===== config.mk =====
export PLATFORM = sky130hd
export DESIGN_NAME = json_comment_stripper_unit_flat
export DESIGN_NICKNAME = d
export VERILOG_FILES = /design/src/design/jcs_pkg.sv /design/src/design/jcs_in_if.sv /design/src/design/jcs_out_if.sv /design/src/design/json_comment_stripper_unit.sv /design/src/design/jcs_front.sv /design/src/design/jcs_queue.sv /design/src/design/jcs_back.sv /design/src/flat_wrapper.sv
export SDC_FILE = /design/constraint.sdc
export NUM_CORES = 1
export LEC_CHECK = 0
export ABC_AREA = 1
export CAP_MARGIN = 10
export CORE_MARGIN = 3
export CORE_UTILIZATION = 55
export DETAILED_ROUTE_END_ITERATION = 6
export DONT_BUFFER_PORTS = 1
export GPL_ROUTABILITY_DRIVEN = 0
export PLACE_DENSITY = 0.7
export SYNTH_ARGS = -nofsm -noshare
export SYNTH_HDL_FRONTEND = slang
export SYNTH_HIERARCHICAL = 1
export SYNTH_SLANG_ARGS = --single-unit

===== constraint.sdc =====
create_clock -name clk -period 3.2 [get_ports clk]
set_clock_uncertainty 0.2 [all_clocks]
set_input_delay 0.32 -clock clk [delete_from_list [all_inputs] [get_ports clk]]
set_output_delay 0.32 -clock clk [all_outputs]
set_load 0.005 [all_outputs]

===== src/design/jcs_pkg.sv =====
`default_nettype none
package jcs_pkg;

	localparam logic [7:0] CH_SLASH  = 8'h2F;
	localparam logic [7:0] CH_STAR   = 8'h2A;
	localparam logic [7:0] CH_NL     = 8'h0A;
	localparam logic [7:0] CH_SPACE  = 8'h20;
	localparam logic [7:0] CH_BSLASH = 8'h5C;
	localparam logic [7:0] CH_DQUOTE = 8'h22;
	localparam logic [7:0] CH_SQUOTE = 8'h27;

	// queue between classifier and output serializer
	localparam int QUEUE_DEPTH = 4;
	localparam int QPTR_W      = $clog2(QUEUE_DEPTH);
	localparam int QCNT_W      = QPTR_W + 1;

	// one classified item: one or two bytes to send
	typedef struct packed {
		logic [7:0] byte0;
		logic [7:0] byte1;
		logic       two;
		logic       last;
	} entry_t;

	// queue head as seen by the serializer
	typedef struct packed {
		logic   valid;
		entry_t entry;
	} head_t;

endpackage
`default_nettype wire


===== src/design/jcs_in_if.sv =====
`default_nettype none
interface jcs_in_if;
	logic       valid;
	logic       ready;
	logic [7:0] text_byte;
	logic       end_of_text;

	modport source (output valid, output text_byte, output end_of_text, input ready);
	modport sink (input valid, input text_byte, input end_of_text, output ready);
endinterface
`default_nettype wire


===== src/design/jcs_out_if.sv =====
`default_nettype none
interface jcs_out_if;
	logic       valid;
	logic       ready;
	logic [7:0] out_byte;
	logic       out_last;

	modport source (output valid, output out_byte, output out_last, input ready);
	modport sink (input valid, input out_byte, input out_last, output ready);
endinterface
`default_nettype wire


===== src/design/json_comment_stripper_unit.sv =====
`default_nettype none
// channel   dir  handshake        payload
// in_ch     in   valid / ready    text_byte[7:0], end_of_text
// out_ch    out  valid / ready    out_byte[7:0], out_last
// cfg       in   cfg_we           cfg_wdata (strip_enable, reset 1)
//
// the front classifier takes one item per cycle while its queue has room
// an item gives zero, one or two output bytes; the back drains one byte per cycle unless out_ch stalls
// so an item that gives two bytes is sent as byte0 then byte1 and leaves the queue with the second
// a 4-entry queue and the output register let either side stall alone
// arst_n clears scan state, queue pointers and output valid; strip_enable resets to 1
module json_comment_stripper_unit (
	input  wire logic clk,
	input  wire logic arst_n,
	input  wire logic cfg_we,
	input  wire logic cfg_wdata,
	jcs_in_if.sink    in_ch,
	jcs_out_if.source out_ch
);
	import jcs_pkg::*;

	// front to queue
	logic   push;
	entry_t push_entry;
	logic   queue_full;

	// queue to back
	head_t  head;
	logic   pop;

	// scanner: quote, comment and held slash tracking
	jcs_front u_front (
		.clk         (clk),
		.arst_n      (arst_n),
		.cfg_we      (cfg_we),
		.cfg_wdata   (cfg_wdata),
		.in_valid    (in_ch.valid),
		.in_ready    (in_ch.ready),
		.text_byte   (in_ch.text_byte),
		.end_of_text (in_ch.end_of_text),
		.queue_full  (queue_full),
		.push        (push),
		.push_entry  (push_entry)
	);

	// decouples scanner from output stalls
	jcs_queue u_queue (
		.clk        (clk),
		.arst_n     (arst_n),
		.push       (push),
		.push_entry (push_entry),
		.full       (queue_full),
		.pop        (pop),
		.head       (head)
	);

	// serializes one or two bytes per entry into the output register
	jcs_back u_back (
		.clk       (clk),
		.arst_n    (arst_n),
		.head      (head),
		.pop       (pop),
		.out_valid (out_ch.valid),
		.out_ready (out_ch.ready),
		.out_byte  (out_ch.out_byte),
		.out_last  (out_ch.out_last)
	);

endmodule
`default_nettype wire


===== src/design/jcs_front.sv =====
`default_nettype none
module jcs_front (
	input  wire logic           clk,
	input  wire logic           arst_n,
	input  wire logic           cfg_we,
	input  wire logic           cfg_wdata,
	input  wire logic           in_valid,
	output logic                in_ready,
	input  wire logic [7:0]     text_byte,
	input  wire logic           end_of_text,
	input  wire logic           queue_full,
	output logic                push,
	output jcs_pkg::entry_t     push_entry
);
	import jcs_pkg::*;

	typedef enum logic [2:0] {
		MODE_PLAIN = 3'd0,
		MODE_LIT   = 3'd1,
		MODE_LINE  = 3'd2,
		MODE_BLOCK = 3'd3,
		MODE_STAR  = 3'd4
	} mode_t;

	mode_t      mode_q, mode_d;
	logic       single_q, single_d;
	logic       esc_q, esc_d;
	logic       held_q, held_d;
	logic       enable_q;
	logic       accept;
	logic [1:0] n;
	logic [7:0] b0, b1;
	logic [7:0] quote;
	logic       pre_slash;
	logic       emit_b;

	assign in_ready = !queue_full;
	assign accept   = in_valid && in_ready;

	always_comb begin
		mode_d    = mode_q;
		single_d  = single_q;
		esc_d     = esc_q;
		held_d    = held_q;
		n         = 2'd0;
		b0        = text_byte;
		b1        = text_byte;
		quote     = single_q ? CH_SQUOTE : CH_DQUOTE;
		pre_slash = 1'b0;
		emit_b    = 1'b0;
		if (!enable_q) begin
			if (held_q) begin
				b0     = CH_SLASH;
				n      = 2'd2;
				held_d = 1'b0;
			end else begin
				n = 2'd1;
			end
		end else begin
			case (mode_q)
				MODE_LIT: begin
					if (esc_q && text_byte == quote) begin
						esc_d = 1'b0;
					end else if (text_byte == quote) begin
						esc_d  = 1'b0;
						mode_d = MODE_PLAIN;
					end else begin
						esc_d = (text_byte == CH_BSLASH);
					end
					n = 2'd1;
				end
				MODE_LINE: begin
					if (text_byte == CH_NL) begin
						mode_d = MODE_PLAIN;
					end
					b0 = CH_SPACE;
					n  = 2'd1;
				end
				MODE_BLOCK: begin
					if (text_byte == CH_STAR) begin
						mode_d = MODE_STAR;
					end
					b0 = CH_SPACE;
					n  = 2'd1;
				end
				MODE_STAR: begin
					if (text_byte == CH_SLASH) begin
						mode_d = MODE_PLAIN;
					end else if (text_byte != CH_STAR) begin
						mode_d = MODE_BLOCK;
					end
					b0 = CH_SPACE;
					n  = 2'd1;
				end
				default: begin
					// plain text, also any code that means nothing
					mode_d = MODE_PLAIN;
					if (held_q && (text_byte == CH_STAR || text_byte == CH_SLASH)) begin
						held_d = 1'b0;
						b0     = CH_SPACE;
						b1     = CH_SPACE;
						n      = 2'd2;
						mode_d = (text_byte == CH_STAR) ? MODE_BLOCK : MODE_LINE;
					end else begin
						pre_slash = held_q;
						held_d    = 1'b0;
						if (text_byte == CH_DQUOTE || text_byte == CH_SQUOTE) begin
							mode_d   = MODE_LIT;
							single_d = (text_byte == CH_SQUOTE);
							esc_d    = 1'b0;
							emit_b   = 1'b1;
						end else if (text_byte == CH_SLASH) begin
							held_d = 1'b1;
						end else begin
							emit_b = 1'b1;
						end
						if (pre_slash) begin
							b0 = CH_SLASH;
							n  = emit_b ? 2'd2 : 2'd1;
						end else begin
							n = emit_b ? 2'd1 : 2'd0;
						end
					end
				end
			endcase
		end
		// end of text flushes a held slash
		if (end_of_text && held_d) begin
			if (n == 2'd0) begin
				b0 = CH_SLASH;
				n  = 2'd1;
			end else begin
				b1 = CH_SLASH;
				n  = 2'd2;
			end
		end
	end

	assign push             = accept && (n != 2'd0);
	assign push_entry.byte0 = b0;
	assign push_entry.byte1 = b1;
	assign push_entry.two   = (n == 2'd2);
	assign push_entry.last  = end_of_text;

	always_ff @(posedge clk or negedge arst_n) begin
		if (!arst_n) begin
			mode_q   <= MODE_PLAIN;
			single_q <= 1'b0;
			esc_q    <= 1'b0;
			held_q   <= 1'b0;
			enable_q <= 1'b1;
		end else begin
			if (cfg_we) begin
				enable_q <= cfg_wdata;
			end
			if (accept) begin
				if (end_of_text) begin
					mode_q   <= MODE_PLAIN;
					single_q <= 1'b0;
					esc_q    <= 1'b0;
					held_q   <= 1'b0;
				end else begin
					mode_q   <= mode_d;
					single_q <= single_d;
					esc_q    <= esc_d;
					held_q   <= held_d;
				end
			end
		end
	end

endmodule
`default_nettype wire


===== src/design/jcs_queue.sv =====
`default_nettype none
module jcs_queue (
	input  wire logic            clk,
	input  wire logic            arst_n,
	input  wire logic            push,
	input  wire jcs_pkg::entry_t push_entry,
	output logic                 full,
	input  wire logic            pop,
	output jcs_pkg::head_t       head
);
	import jcs_pkg::*;

	entry_t              mem_q [QUEUE_DEPTH];
	logic [QPTR_W-1:0]   wr_ptr_q;
	logic [QPTR_W-1:0]   rd_ptr_q;
	logic [QCNT_W-1:0]   count_q;
	logic                do_push;
	logic                do_pop;

	assign full       = (count_q == QCNT_W'(QUEUE_DEPTH));
	assign head.valid = (count_q != '0);
	assign head.entry = mem_q[rd_ptr_q];
	assign do_push    = push && !full;
	assign do_pop     = pop && head.valid;

	always_ff @(posedge clk) begin
		if (do_push) begin
			mem_q[wr_ptr_q] <= push_entry;
		end
	end

	always_ff @(posedge clk or negedge arst_n) begin
		if (!arst_n) begin
			wr_ptr_q <= '0;
			rd_ptr_q <= '0;
			count_q  <= '0;
		end else begin
			if (do_push) begin
				wr_ptr_q <= wr_ptr_q + 1'b1;
			end
			if (do_pop) begin
				rd_ptr_q <= rd_ptr_q + 1'b1;
			end
			if (do_push && !do_pop) begin
				count_q <= count_q + 1'b1;
			end else if (do_pop && !do_push) begin
				count_q <= count_q - 1'b1;
			end
		end
	end

endmodule
`default_nettype wire


===== src/design/jcs_back.sv =====
`default_nettype none
module jcs_back (
	input  wire logic           clk,
	input  wire logic           arst_n,
	input  wire jcs_pkg::head_t head,
	output logic                pop,
	output logic                out_valid,
	input  wire logic           out_ready,
	output logic [7:0]          out_byte,
	output logic                out_last
);
	import jcs_pkg::*;

	logic       phase_q;
	logic       valid_q;
	logic [7:0] byte_q;
	logic       last_q;
	logic       load;
	logic       final_byte;

	assign load       = !valid_q || out_ready;
	assign final_byte = !head.entry.two || phase_q;
	assign pop        = load && head.valid && final_byte;
	assign out_valid  = valid_q;
	assign out_byte   = byte_q;
	assign out_last   = last_q;

	always_ff @(posedge clk) begin
		if (load && head.valid) begin
			byte_q <= phase_q ? head.entry.byte1 : head.entry.byte0;
			last_q <= head.entry.last && final_byte;
		end
	end

	always_ff @(posedge clk or negedge arst_n) begin
		if (!arst_n) begin
			valid_q <= 1'b0;
			phase_q <= 1'b0;
		end else if (load) begin
			valid_q <= head.valid;
			if (head.valid) begin
				phase_q <= !final_byte;
			end
		end
	end

endmodule
`default_nettype wire

===== src/flat_wrapper.sv =====
// flat-port wrapper written by rule: the top's interface ports become plain ports
module json_comment_stripper_unit_flat import jcs_pkg::*;
  (clk, arst_n, cfg_we, cfg_wdata, in_ch_valid, in_ch_text_byte, in_ch_end_of_text, in_ch_ready, out_ch_valid, out_ch_out_byte, out_ch_out_last, out_ch_ready);
  jcs_in_if in_ch_i ();
  jcs_out_if out_ch_i ();
  input  wire logic clk;
  input  wire logic arst_n;
  input  wire logic cfg_we;
  input  wire logic cfg_wdata;
  input wire logic [$bits(in_ch_i.valid)-1:0] in_ch_valid;
  input wire logic [$bits(in_ch_i.text_byte)-1:0] in_ch_text_byte;
  input wire logic [$bits(in_ch_i.end_of_text)-1:0] in_ch_end_of_text;
  output wire logic [$bits(in_ch_i.ready)-1:0] in_ch_ready;
  output wire logic [$bits(out_ch_i.valid)-1:0] out_ch_valid;
  output wire logic [$bits(out_ch_i.out_byte)-1:0] out_ch_out_byte;
  output wire logic [$bits(out_ch_i.out_last)-1:0] out_ch_out_last;
  input wire logic [$bits(out_ch_i.ready)-1:0] out_ch_ready;
  assign in_ch_i.valid = in_ch_valid;
  assign in_ch_i.text_byte = in_ch_text_byte;
  assign in_ch_i.end_of_text = in_ch_end_of_text;
  assign in_ch_ready = in_ch_i.ready;
  assign out_ch_valid = out_ch_i.valid;
  assign out_ch_out_byte = out_ch_i.out_byte;
  assign out_ch_out_last = out_ch_i.out_last;
  assign out_ch_i.ready = out_ch_ready;
  json_comment_stripper_unit u_core (.clk(clk), .arst_n(arst_n), .cfg_we(cfg_we), .cfg_wdata(cfg_wdata), .in_ch(in_ch_i), .out_ch(out_ch_i));
endmodule

== Word-level counts from Yosys, hierarchy flattened ==
Memory sizes are Yosys's and may differ from the RTL's.
Index checks and enable logic that the tools add are counted.

* Reductions and logical operators: 35
* Muxes and demuxes: 61
* Add/sub/neg operators: 4
* Eq/ne operators: 23

{| class="wikitable"
|+ Operator list
! cell !! count
|-
| $mux W8 || 11
|-
| $mux W3 || 11
|-
| $eq A8 B6 Y1 const B || 4
|-
| $mux W1 || 27
|-
| $mux W2 || 9
|-
| $pmux W8 S2 || 1
|-
| $logic_and A1 B1 Y1 || 12
|-
| $ne A3 B3 Y1 const B || 4
|-
| $pmux W3 S4 || 1
|-
| $reduce_and A5 Y1 || 2
|-
| $eq A8 B4 Y1 const B || 1
|-
| $eq A8 B6 Y1 || 1
|-
| $eq A8 B7 Y1 const B || 1
|-
| $ne A8 B6 Y1 const B || 1
|-
| $reduce_bool A2 Y1 || 4
|-
| $reduce_and A7 Y1 || 1
|-
| $eq A3 B2 Y1 const B || 2
|-
| $eq A3 B3 Y1 const B || 2
|-
| $logic_not A1 Y1 || 6
|-
| $reduce_bool A3 Y1 || 2
|-
| $add A2 B1 Y2 const B || 2
|-
| $logic_or A1 B1 Y1 || 4
|-
| $ne A2 B1 Y1 const B || 2
|-
| $ne A4 B4 Y1 const B || 1
|-
| other kinds (11) || 11
|}

* Flip-flop bits (word level): 25
* Logic and storage cells: 136
* Memories kept: 1
* Output and inout port bits: 11
* RAM bits: 72
* Input port bits: 15

{| class="wikitable"
|+ Memory list
! name !! depth !! bits a word !! rd ports !! clocked after memory_dff !! write ports !! RTL line !! RTL
|-
| u_core.u_queue.mem_q || 4 || 18 || 1 || 0 || 1 || jcs_queue.sv:13 || <nowiki>entry_t mem_q [QUEUE_DEPTH];</nowiki>
|}

== Logic depth before layout (Yosys ltp) ==
Gate-level depths: netlist of run 1.

* Depth in word-level cells: 21
* Depth in mapped cells: 21
* Gate-level depth less buffers: 21

== Cells and area by module ==
Netlist of run 1, hierarchy kept.

{| class="wikitable"
|+ By module, submodules not included
! module !! cells an instance !! instances !! seq. area each (um^2) !! area an instance (um^2)
|-
| jcs_queue || 269 || 1 || 2337.2 || 3334.4
|-
| jcs_front || 170 || 1 || 176.4 || 1004.7
|-
| jcs_back || 50 || 1 || 320.3 || 475.5
|}

== Worst setup path after synthesis of run 1 ==
No wires, ideal clock.

* Path type: input to register
* From: in in_ch_text_byte[6]
* To: mem u_core/u_queue/mem_q[0][0] (netlist bit) (enable)
* Cell stages on the path: 13
* Slack: 305 ps
* Data required time: 2607 ps
* Library setup time: 393 ps
* Data arrival time: 2302 ps
* Buffers on the path: 0
* Cell sequence: inv_1 nand2_2 nor2_8 nand2_2 ha_1 inv_1 nand2_1 nand3_2 nand3_2 nand2_1 inv_1 nand2_1 nor2_1

* Longest elaborated chain between the ends: 19
* Elaborated cells on any way between the ends: 32
* Classes of those cells: eq/ne: 4; mux: 20; reduce/logical: 8

{| class="wikitable"
|+ Ends and longest elaborated chain
! item !! RTL line !! RTL
|-
| start, declared || flat_wrapper.sv:11 || <nowiki>input wire logic [$bits(in_ch_i.text_byte)-1:0] in_ch_text_byte;</nowiki>
|-
| $eq A8 B6 Y1 (on tied branches) || jcs_front.sv:98, jcs_front.sv:112, jcs_front.sv:107 ||
|-
| $mux W1 / $logic_or A1 B1 Y1 (equally long branches) || jcs_front.sv:112, jcs_front.sv:107 ||
|-
| $mux W1 || jcs_front.sv:107 || <nowiki>if (text_byte == CH_DQUOTE || text_byte == CH_SQUOTE) begin</nowiki>
|-
| $mux W1 || jcs_front.sv:98 || <nowiki>if (held_q && (text_byte == CH_STAR || text_byte == CH_SLASH)) begin</nowiki>
|-
| $mux W1 || jcs_front.sv:60 || <nowiki>case (mode_q)</nowiki>
|-
| $mux W1 || jcs_front.sv:51 || <nowiki>if (!enable_q) begin</nowiki>
|-
| $mux W1 / $mux W2 (equally long branches) || jcs_front.sv:121, jcs_front.sv:119 ||
|-
| $mux W2 || jcs_front.sv:117 || <nowiki>if (pre_slash) begin</nowiki>
|-
| (+4 left out) || - ||
|-
| $mux W2 || jcs_front.sv:129 || <nowiki>if (n == 2'd0) begin</nowiki>
|-
| $mux W2 (*) || jcs_front.sv:128 || <nowiki>if (end_of_text && held_d) begin</nowiki>
|-
| $reduce_bool A2 Y1 (*) || jcs_front.sv:139 || <nowiki>assign push = accept && (n != 2'd0);</nowiki>
|-
| $logic_and A1 B1 Y1 (*) || jcs_front.sv:139 ||
|-
| via u_core.push || json_comment_stripper_unit.sv:23 || <nowiki>logic push;</nowiki>
|-
| $logic_and A1 B1 Y1 (*) || jcs_queue.sv:23 || <nowiki>assign do_push = push && !full;</nowiki>
|-
| $mux W1 (*) || jcs_queue.sv:27 || <nowiki>if (do_push) begin</nowiki>
|-
| $mux W1 (not written as such) (*) || jcs_queue.sv:28 || <nowiki>mem_q[wr_ptr_q] <= push_entry;</nowiki>
|-
| end, declared || jcs_queue.sv:13 ||
|}

The timed path passes the listed nets; every way through them passes the cells marked *. The select of a mux whose other input is x is not followed.

== Final worst setup path of run 1 ==
* From: reg u_core.u_front.mode_q[0]
* To: reg u_core.u_queue.count_q[1]

* Longest elaborated chain between the ends: 13
* Elaborated cells on any way between the ends: 21
* Classes of those cells: eq/ne: 4; mux: 7; reduce/logical: 10

{| class="wikitable"
|+ Ends and longest elaborated chain
! item !! RTL line !! RTL
|-
| start, declared || jcs_front.sv:25 || <nowiki>mode_t mode_q, mode_d;</nowiki>
|-
| start signal, assigned || jcs_front.sv:163 || <nowiki>mode_q <= mode_d;</nowiki>
|-
| $eq A3 B3 Y1, or another cell as far along || jcs_front.sv:60 ||
|-
| $reduce_or A4 Y1 (no source line) (*) || - ||
|-
| $mux W2 || jcs_front.sv:60 ||
|-
| $mux W2 || jcs_front.sv:51 ||
|-
| $logic_not A2 Y1 || jcs_front.sv:129 ||
|-
| $mux W2 || jcs_front.sv:129 ||
|-
| $mux W2 (*) || jcs_front.sv:128 ||
|-
| $reduce_bool A2 Y1 (*) || jcs_front.sv:139 ||
|-
| $logic_and A1 B1 Y1 (*) || jcs_front.sv:139 ||
|-
| via u_core.push || json_comment_stripper_unit.sv:23 ||
|-
| $logic_and A1 B1 Y1 (*) || jcs_queue.sv:23 ||
|-
| via u_core.u_queue.do_push || jcs_queue.sv:17 || <nowiki>logic do_push;</nowiki>
|-
| $logic_not A1 Y1 || jcs_queue.sv:46 || <nowiki>end else if (do_pop && !do_push) begin</nowiki>
|-
| $logic_and A1 B1 Y1 || jcs_queue.sv:46 ||
|-
| $reduce_bool A2 Y1 (no source line) || - ||
|-
| end signal, assigned || jcs_queue.sv:45 || <nowiki>count_q <= count_q + 1'b1;</nowiki>
|-
| end signal, assigned || jcs_queue.sv:47 || <nowiki>count_q <= count_q - 1'b1;</nowiki>
|-
| end, declared || jcs_queue.sv:16 || <nowiki>logic [QCNT_W-1:0] count_q;</nowiki>
|}

The timed path passes the listed nets; every way through them passes the cells marked *.
A chain may end at the register's enable or synchronous reset.

==> flow_summary.yaml, run 1 <==
routing:
  drc: 0
  detailedRoute.firstPassIterationCount: 4
  postRouteAntennaNets: 0
  vias_per_inst: 5.14
  finalWirelength_um: 8670
  routed_wire_length_per_instance_um: 14.1
  initialDrtViolationCount: 170
  routed-via-count: 3174
synth:
  ys_ff_latch: 97
  synth_top_cells_by_area: "edfxtp_1 51%, nand2_1 12%, dfrtp_1 7.8%, inv_1 5.8%, o211ai_1 5.3%"
  synth-compound-area-share: 0.0780
  yosysSeqAreaShare: 0.589
  synth_enable_flop_cells: 81
  synth-warning-count: 6
  postSynthNetCount: 511
  main_combinational_cell_family_by_area_after_synthesis: "simple AND/OR/NAND/NOR gates"
  synthTopCellsByCount: "150 x nand2_1, 81 x edfxtp_1, 75 x inv_1"
  netlist.area_leader.share: 0.505
  syn_area_per_cell_sq_um: 9.85
  yosys.cell_count.top_type: "nand2_1"
  synthSimpleGateAreaFrac: 0.214
  synthesis.instances: 489
  mappedNetlistArea_sq_mm: 0.00481
  multiplexer_share_of_the_synthesized_area: 0
  yosys.cell_types.count: 33
  synth_area_leader_cell: "edfxtp_1"
  synth-async-reset-ratio: 0.165
  share_of_synthesized_cell_area_in_full_adder_half_adder_and_majority_cells: 0.0198
  synth-xor-area-share: 0.00182
  leading_register_cell_type_out_of_synthesis: "edfxtp_1"
clocking:
  worst_skew_pair.late_latency_ns: 0.35
  tritoncts.num_buffers: 9
  cts-root-buf: "clkbuf_8"
  cts_tree: "built"
  cts_repair_resize_count: 0
  cts-root-to-sink-buffers: 2
  cts.reportedPaths.clkPinSlew_ns: 0.09
  cts_setup_buffers: 0
  ctsHoldBuffers: 9
  cts.htree.levels: 3
  numClockSinks: 97
layout:
  final_design_area_no_fill_sq_mm: 0.00515
  antenna_cells: 0
  layout.nets: 529
  share_of_post_route_cells_with_drive_strength_above_1: 0.135
  areaGrowthSynthToFinish_pct: 7.02
floorplan:
  dieWidth_um: 99.6
  dieHeight_um: 99.6
  die_outline_area_sq_mm: 0.00991
  num_rows: 33
  initial_core_util: 0.577
  core_sq_mm: 0.00834
  io_pins: 26
power:
  seqPwrFrac: 0.478
  cellLeakagePower_nw: 2.32
  power_switching_share: 0.371
  powerDensity_mw_per_mm2: 777
  power.clock.fraction: 0.170
  internal_power_mw: 2.52
  power.net_switching_mw: 1.49
  combinationalPowerShare: 0.352
  vdd.ir_drop.worst_mv: 0.380
timing:
  grt_setup_unrepaired: "false"
  report.final.setup_viol: 0
  fin_setup_tns_ns: 0
  relSlewSlack: 0.454
  max_slew.worst_pin.slew_ns: 0.817
  hold_vio_cnt_final: 0
  fin_crit_share: 0.866
  period_needed_ns: 2.77
  final_max_slew_viol_count: 0
  fmax_mhz: 361
  fin_ws_ns: 0.430
min_path:
  hold_class: "in2reg"
grt:
  maximum_number_of_pins_on_one_net_before_global_route_repair: 46
  grt_first_pass_wirelength_um: 14600
  grt_use_total: 0.190
  number_of_global_route_vias_before_repair: 3061
  initial_antenna_violation_count: 0
  grt_overflow_total: 0
critical_path:
  required_time_of_the_critical_path_ns: 3.24
  critical_path_class: "reg2reg"
  critPathCaptureType: "flip-flop"
  timing.critical_path.fanout_max: 7
  worst_setup_path_start_kind: "flip-flop"
  cp.arrival_ns: 2.81
run:
  cap_violations: 0
placed_design:
  total_half_perimeter_wirelength_after_legalization_and_detailed_placement_um: 6200
  post_dp_cell_area_sq_mm: 0.00490
  place.port_buffers: 0
  dp_worst_setup_slack_ns: 0.288
outcome:
  outcome: "finished clean"
[worst paths after layout]
check | from | slack (ns) | depth (start not counted) | endpoint
setup / recovery | u_core/u_front/mode_q[0] | 0.43 | 17 | u_core/u_queue/count_q[1]
hold / removal | in_ch_text_byte[4] | 0.03 | 2 | u_core/u_queue/mem_q[2][6]
setup reg to reg | u_core/u_front/mode_q[0] | 0.43 | 17 | u_core/u_queue/count_q[1]
hold reg to reg | u_core/u_front/esc_q | 0.31 | 2 | u_core/u_front/esc_q
max in group asynchronous | arst_n | 1.99 | 1 | u_core/u_front/single_q
min in group asynchronous | arst_n | 0.30 | 1 | u_core/u_back/out_valid
[state kept, by name, indices dropped and copies added (netlist names)]
signal	count
u_core/u_queue/count_q	3
u_core/u_back/out_byte	8
u_core/u_queue/mem_q	72
u_core/u_front/esc_q	1
u_core/u_front/enable_q	1
u_core/u_back/phase_q	1
u_core/u_front/mode_q	3
u_core/u_front/held_q	1
u_core/u_back/out_last	1
u_core/u_queue/wr_ptr_q	2
u_core/u_front/single_q	1
u_core/u_queue/rd_ptr_q	2
u_core/u_back/out_valid	1
[cell type report]
| class | count | area, sq um |
|---|---|---|
| Fill cell | 688 | 3190 |
| Sequential cell | 97 | 2830 |
| Multi-Input combinational cell | 288 | 1510 |
| Tap cell | 105 | 131 |
| Clock buffer | 11 | 131 |
| Clock inverter | 5 | 31.3 |
| Inverter | 91 | 343 |
| Timing Repair Buffer | 20 | 173 |
[layer usage]
| metal | vias up | routed length (um) | share of wire | global-route usage |
|---|---|---|---|---|
| met1 | 1461 | 4030 | 0.47 | 0.254 |
| met5 | - | 0 | 0 | 0 |
| met3 | 10 | 363 | 0.042 | 0.0316 |
| li1 | 1637 | - | - | - |
| met4 | 0 | 110 | 0.013 | 0.0725 |
| met2 | 66 | 4160 | 0.48 | 0.314 |
[power by group through the flow]
stage | combinational, mW | sequential, mW | clock (mW)
after floorplan | 1.16 | 1.90 | 0
after global placement | 1.35 | 1.94 | 0
after detailed placement | 1.41 | 1.95 | 0
after CTS | 1.43 | 1.92 | 0.699
after global routing | 1.63 | 1.95 | 0.739
final | 1.41 | 1.91 | 0.679
[placed cells by master (no fill, tap or decap), types with 2 or more instances in the layout]
master,instances
inv_2,15
nand3_2,7
inv_1,75
ha_1,6
nor4_1,2
nor2_2,3
nand4_1,6
o211ai_2,2
buf_4,11
nand2_2,8
o21ai_0,9
nor3_1,3
dlygate4sd3_1,9
o211ai_1,34
dfrtp_1,15
nor2_1,22
clkinv_2,3
nor2_4,4
nand2_1,150
clkbuf_8,9
a21oi_1,6
clkbuf_1,2
nand3_1,17
edfxtp_1,81
[per-stage QoR]
step / hold slack [ns] / instances / total power, mW / utilization
after floorplan: -0.176 / 489 / 3.06 / -
after global placement: -0.175 / 592 / 3.29 / 0.587
after detailed placement: -0.175 / 592 / 3.35 / 0.587
after CTS: 0.00911 / 617 / 4.04 / 0.618
after global routing: 0.0397 / 617 / 4.32 / 0.618
final: 0.0287 / 617 / 4.00 / 0.618
[cell families after synthesis]
family                   after synthesis
AND/OR/NAND/NOR                      226
buffers and inverters                104
flip-flops                            97
AO/OA/AOI/OAI                         54
adder cells (fa/ha/maj)                7
XOR/XNOR                               1
[critical path, stage by stage, from the launching register on]
cell and delay, ns:
dfrtp_1 0.44, nor2_1 0.14, nand2_2 0.10, nand2_4 0.12
nor2_4 0.06, nand3_2 0.11, clkinv_2 0.10, nor2_4 0.11
nand3_2 0.06, nand2_1 0.06, inv_1 0.06, nand2_1 0.17
inv_1 0.07, ha_1 0.20, inv_1 0.09, fa_1 0.41
nand2_1 0.07, o21ai_0 0.07
(Power assumes the default switching activity.)
==> inputs of run 2 (changes only) <==
- CORE_ASPECT_RATIO: unset -> 0.75
==> run 2 against run 1 <==
The flow now finishes with violations (negative hold slack). First-iteration DRC count up 4.7%. Global-route usage up 1.2 points. Count of clock-buffer cells in the layout down 1. Fmax down 0.11%. Power up 9.9%. Non-clock buffer count down 5. Sequential power about the same. Clock power up 56%. Sequential share of layout area down 0.93 points. Largest power group unchanged. Combinational power about the same. Final cell count down 0.81%. Die area up 0.12%.
==> flow_summary.yaml, run 2 (synthesis gave the netlist of run 1 again) <==
critical_path:
  reg2reg_depth: 17
  critical_path_class: "reg2reg"
  timing.critical_path.fanout_max: 7
  cp.arrival_ns: 2.80
  worstReg2RegStart: "u_core/u_front/mode_q[0]"
  timing.critical_path.from: "u_core/u_front/mode_q[0]"
  critical_path.top_delay_family: "simple AND/OR/NAND/NOR gates"
  worstSetupEndpoint: "u_core/u_queue/count_q[1]"
  worst-r2r-setup-slack_ns: 0.43
  critPathCaptureType: "flip-flop"
  worst-path-buf-inv: 4
  worst-path-stages: 17
  worst_setup_path_start_kind: "flip-flop"
  required_time_of_the_critical_path_ns: 3.23
  crit_path_cell_trace: "nor2_1 -> nand2_2 -> nand2_4 -> nor2_4 -> nand3_2 -> clkinv_2 -> nor2_4 -> nand3_2 -> nand2_1 -> inv_1 -> nand2_1 -> inv_1 -> ha_1 -> inv_1 -> fa_1 -> nand2_1 -> o21ai_0"
  critical_path_s_largest_stage_delay_ns: 0.43
  cpMaxStageDelayCell: "dfrtp_1"
  worst_r2r_endpoint: "u_core/u_queue/count_q[1]"
layout:
  largest_register: "u_core/u_queue/mem_q"
  postLayoutCoreUtil: 0.639
  antenna_cells: 0
  final.fill_count: 655
  final_cell_mix: "150 x nand2_1, 81 x edfxtp_1, 75 x inv_1"
  final_common_cell: "nand2_1"
  layout.nets: 524
  areaGrowthSynthToFinish_pct: 8.86
  share_of_post_route_cells_with_drive_strength_above_1: 0.134
  flip_flop_count_of_the_largest_register_after_layout: 72
power:
  power.net_switching_mw: 1.57
  internal_power_mw: 2.83
  powerDensity_mw_per_mm2: 839
  combinationalPowerShare: 0.321
  totalPowerFinal_mw: 4.40
  power.clock.fraction: 0.242
  cellLeakagePower_nw: 2.36
  seqPwrFrac: 0.437
  power_switching_share: 0.358
  vdd.ir_drop.worst_mv: 0.571
timing:
  fin_ws_ns: 0.427
  grt_setup_unrepaired: "false"
  fin_setup_tns_ns: 0
  fin_crit_share: 0.867
  finalHoldWorstSlack_ns: -0.000381
  fmax_mhz: 361
  report.final.setup_viol: 0
  period_needed_ns: 2.77
  relSlewSlack: 0.485
  hold_vio_cnt_final: 1
  max_slew.worst_pin.slew_ns: 0.770
  final_max_slew_viol_count: 0
clocking:
  cts.reportedPaths.clkPinSlew_ns: 0.07
  cts-root-buf: "clkbuf_16"
  cts-root-to-sink-buffers: 2
  cts_tree: "built"
  cts.htree.levels: 3
  cts_setup_buffers: 0
  cts_repair_resize_count: 0
  worst_skew_pair.late_latency_ns: 0.34
  numClockSinks: 97
  tritoncts.num_buffers: 9
routing:
  vias_per_inst: 5.32
  routed-via-count: 3255
  drc: 0
  postRouteAntennaNets: 0
  detailedRoute.firstPassIterationCount: 5
  finalWirelength_um: 9120
  wl_met2_um: 4060
  top_signal_layer_used: "met4"
  m1WireLength_um: 4400
  routed_wire_length_per_instance_um: 14.9
  initialDrtViolationCount: 178
  wl_met3_um: 508
grt:
  initial_antenna_violation_count: 0
  number_of_global_route_vias_before_repair: 3077
  grt_overflow_total: 0
  grt_first_pass_wirelength_um: 15200
  grt_use_total: 0.202
  maximum_number_of_pins_on_one_net_before_global_route_repair: 49
floorplan:
  dieHeight_um: 87.0
  initial_core_util: 0.587
  die_outline_area_sq_mm: 0.00992
  core_sq_mm: 0.00820
  io_pins: 26
  num_rows: 28
  dieWidth_um: 114
placed_design:
  dp_worst_setup_slack_ns: 0.255
  total_half_perimeter_wirelength_after_legalization_and_detailed_placement_um: 6260
  place.port_buffers: 0
min_path:
  hold-path-cell-count: 3
  hold_class: "in2reg"
run:
  cap_violations: 0
outcome:
  violated_checks: "negative hold slack"
  outcome: "finished, violations left"
run 2: cell type report:
type	count	area, sq um	area share
flip-flops and latches	97	2830	0.541
multi-input cells	288	1510	0.288
inverters	91	343	0.0654
clock buffers	10	229	0.0437
well taps	105	131	0.0251
repair buffers	15	130	0.0248
clock inverters	6	65.1	0.0124
run 2: worst min-delay path by stage:
stage / from / to / slack [ns]
2_1_floorplan: arst_n / u_core/u_back/out_valid / -0.18
4_1_cts: in_ch_text_byte[3] / u_core/u_front/single_q / 0.002
3_3_place_gp: arst_n / u_core/u_queue/rd_ptr_q[1] / -0.18
3_5_place_dp: arst_n / u_core/u_queue/rd_ptr_q[1] / -0.18
5_1_grt: in_ch_text_byte[3] / u_core/u_front/single_q / 0.02
6_report: in_ch_text_byte[1] / u_core/u_front/esc_q / -0.0004
run 2: metal layers:
metal,up-vias,global-route usage
li1,1631,-
met1,1524,0.275
met2,87,0.315
met3,13,0.0542
met4,0,0.0734
met5,-,0
run 2: per-stage QoR:
stage,cells,instance area [sq um]
finish,612,5240
global placement,589,4880
CTS,612,5240
detailed placement,589,4880
floorplan,489,4810
global route,612,5240
run 2: worst reg2reg max path: cells and delay by family (launching register included):
| family | cells | cell delay (ns) |
|---|---|---|
| compound gates | 1 | 0.07 |
| fa+ha+maj | 2 | 0.62 |
| buf+inv | 4 | 0.31 |
| flops | 1 | 0.43 |
| simple gates | 10 | 1.01 |
run 2: power groups by stage:
stage	sequential [mW]	combinational [mW]	clock (mW)
after floorplan	1.90	1.16	0
after global routing	1.96	1.65	1.13
after detailed placement	1.95	1.40	0
final	1.92	1.41	1.06
after CTS	1.93	1.41	1.08
after global placement	1.94	1.35	0
run 2: timing repair:
action / in CTS / in global routing
endpoints found under the setup margin: 0 / 0
hold buffers: 7 / 0
hold endpoints to repair: 24 / 0
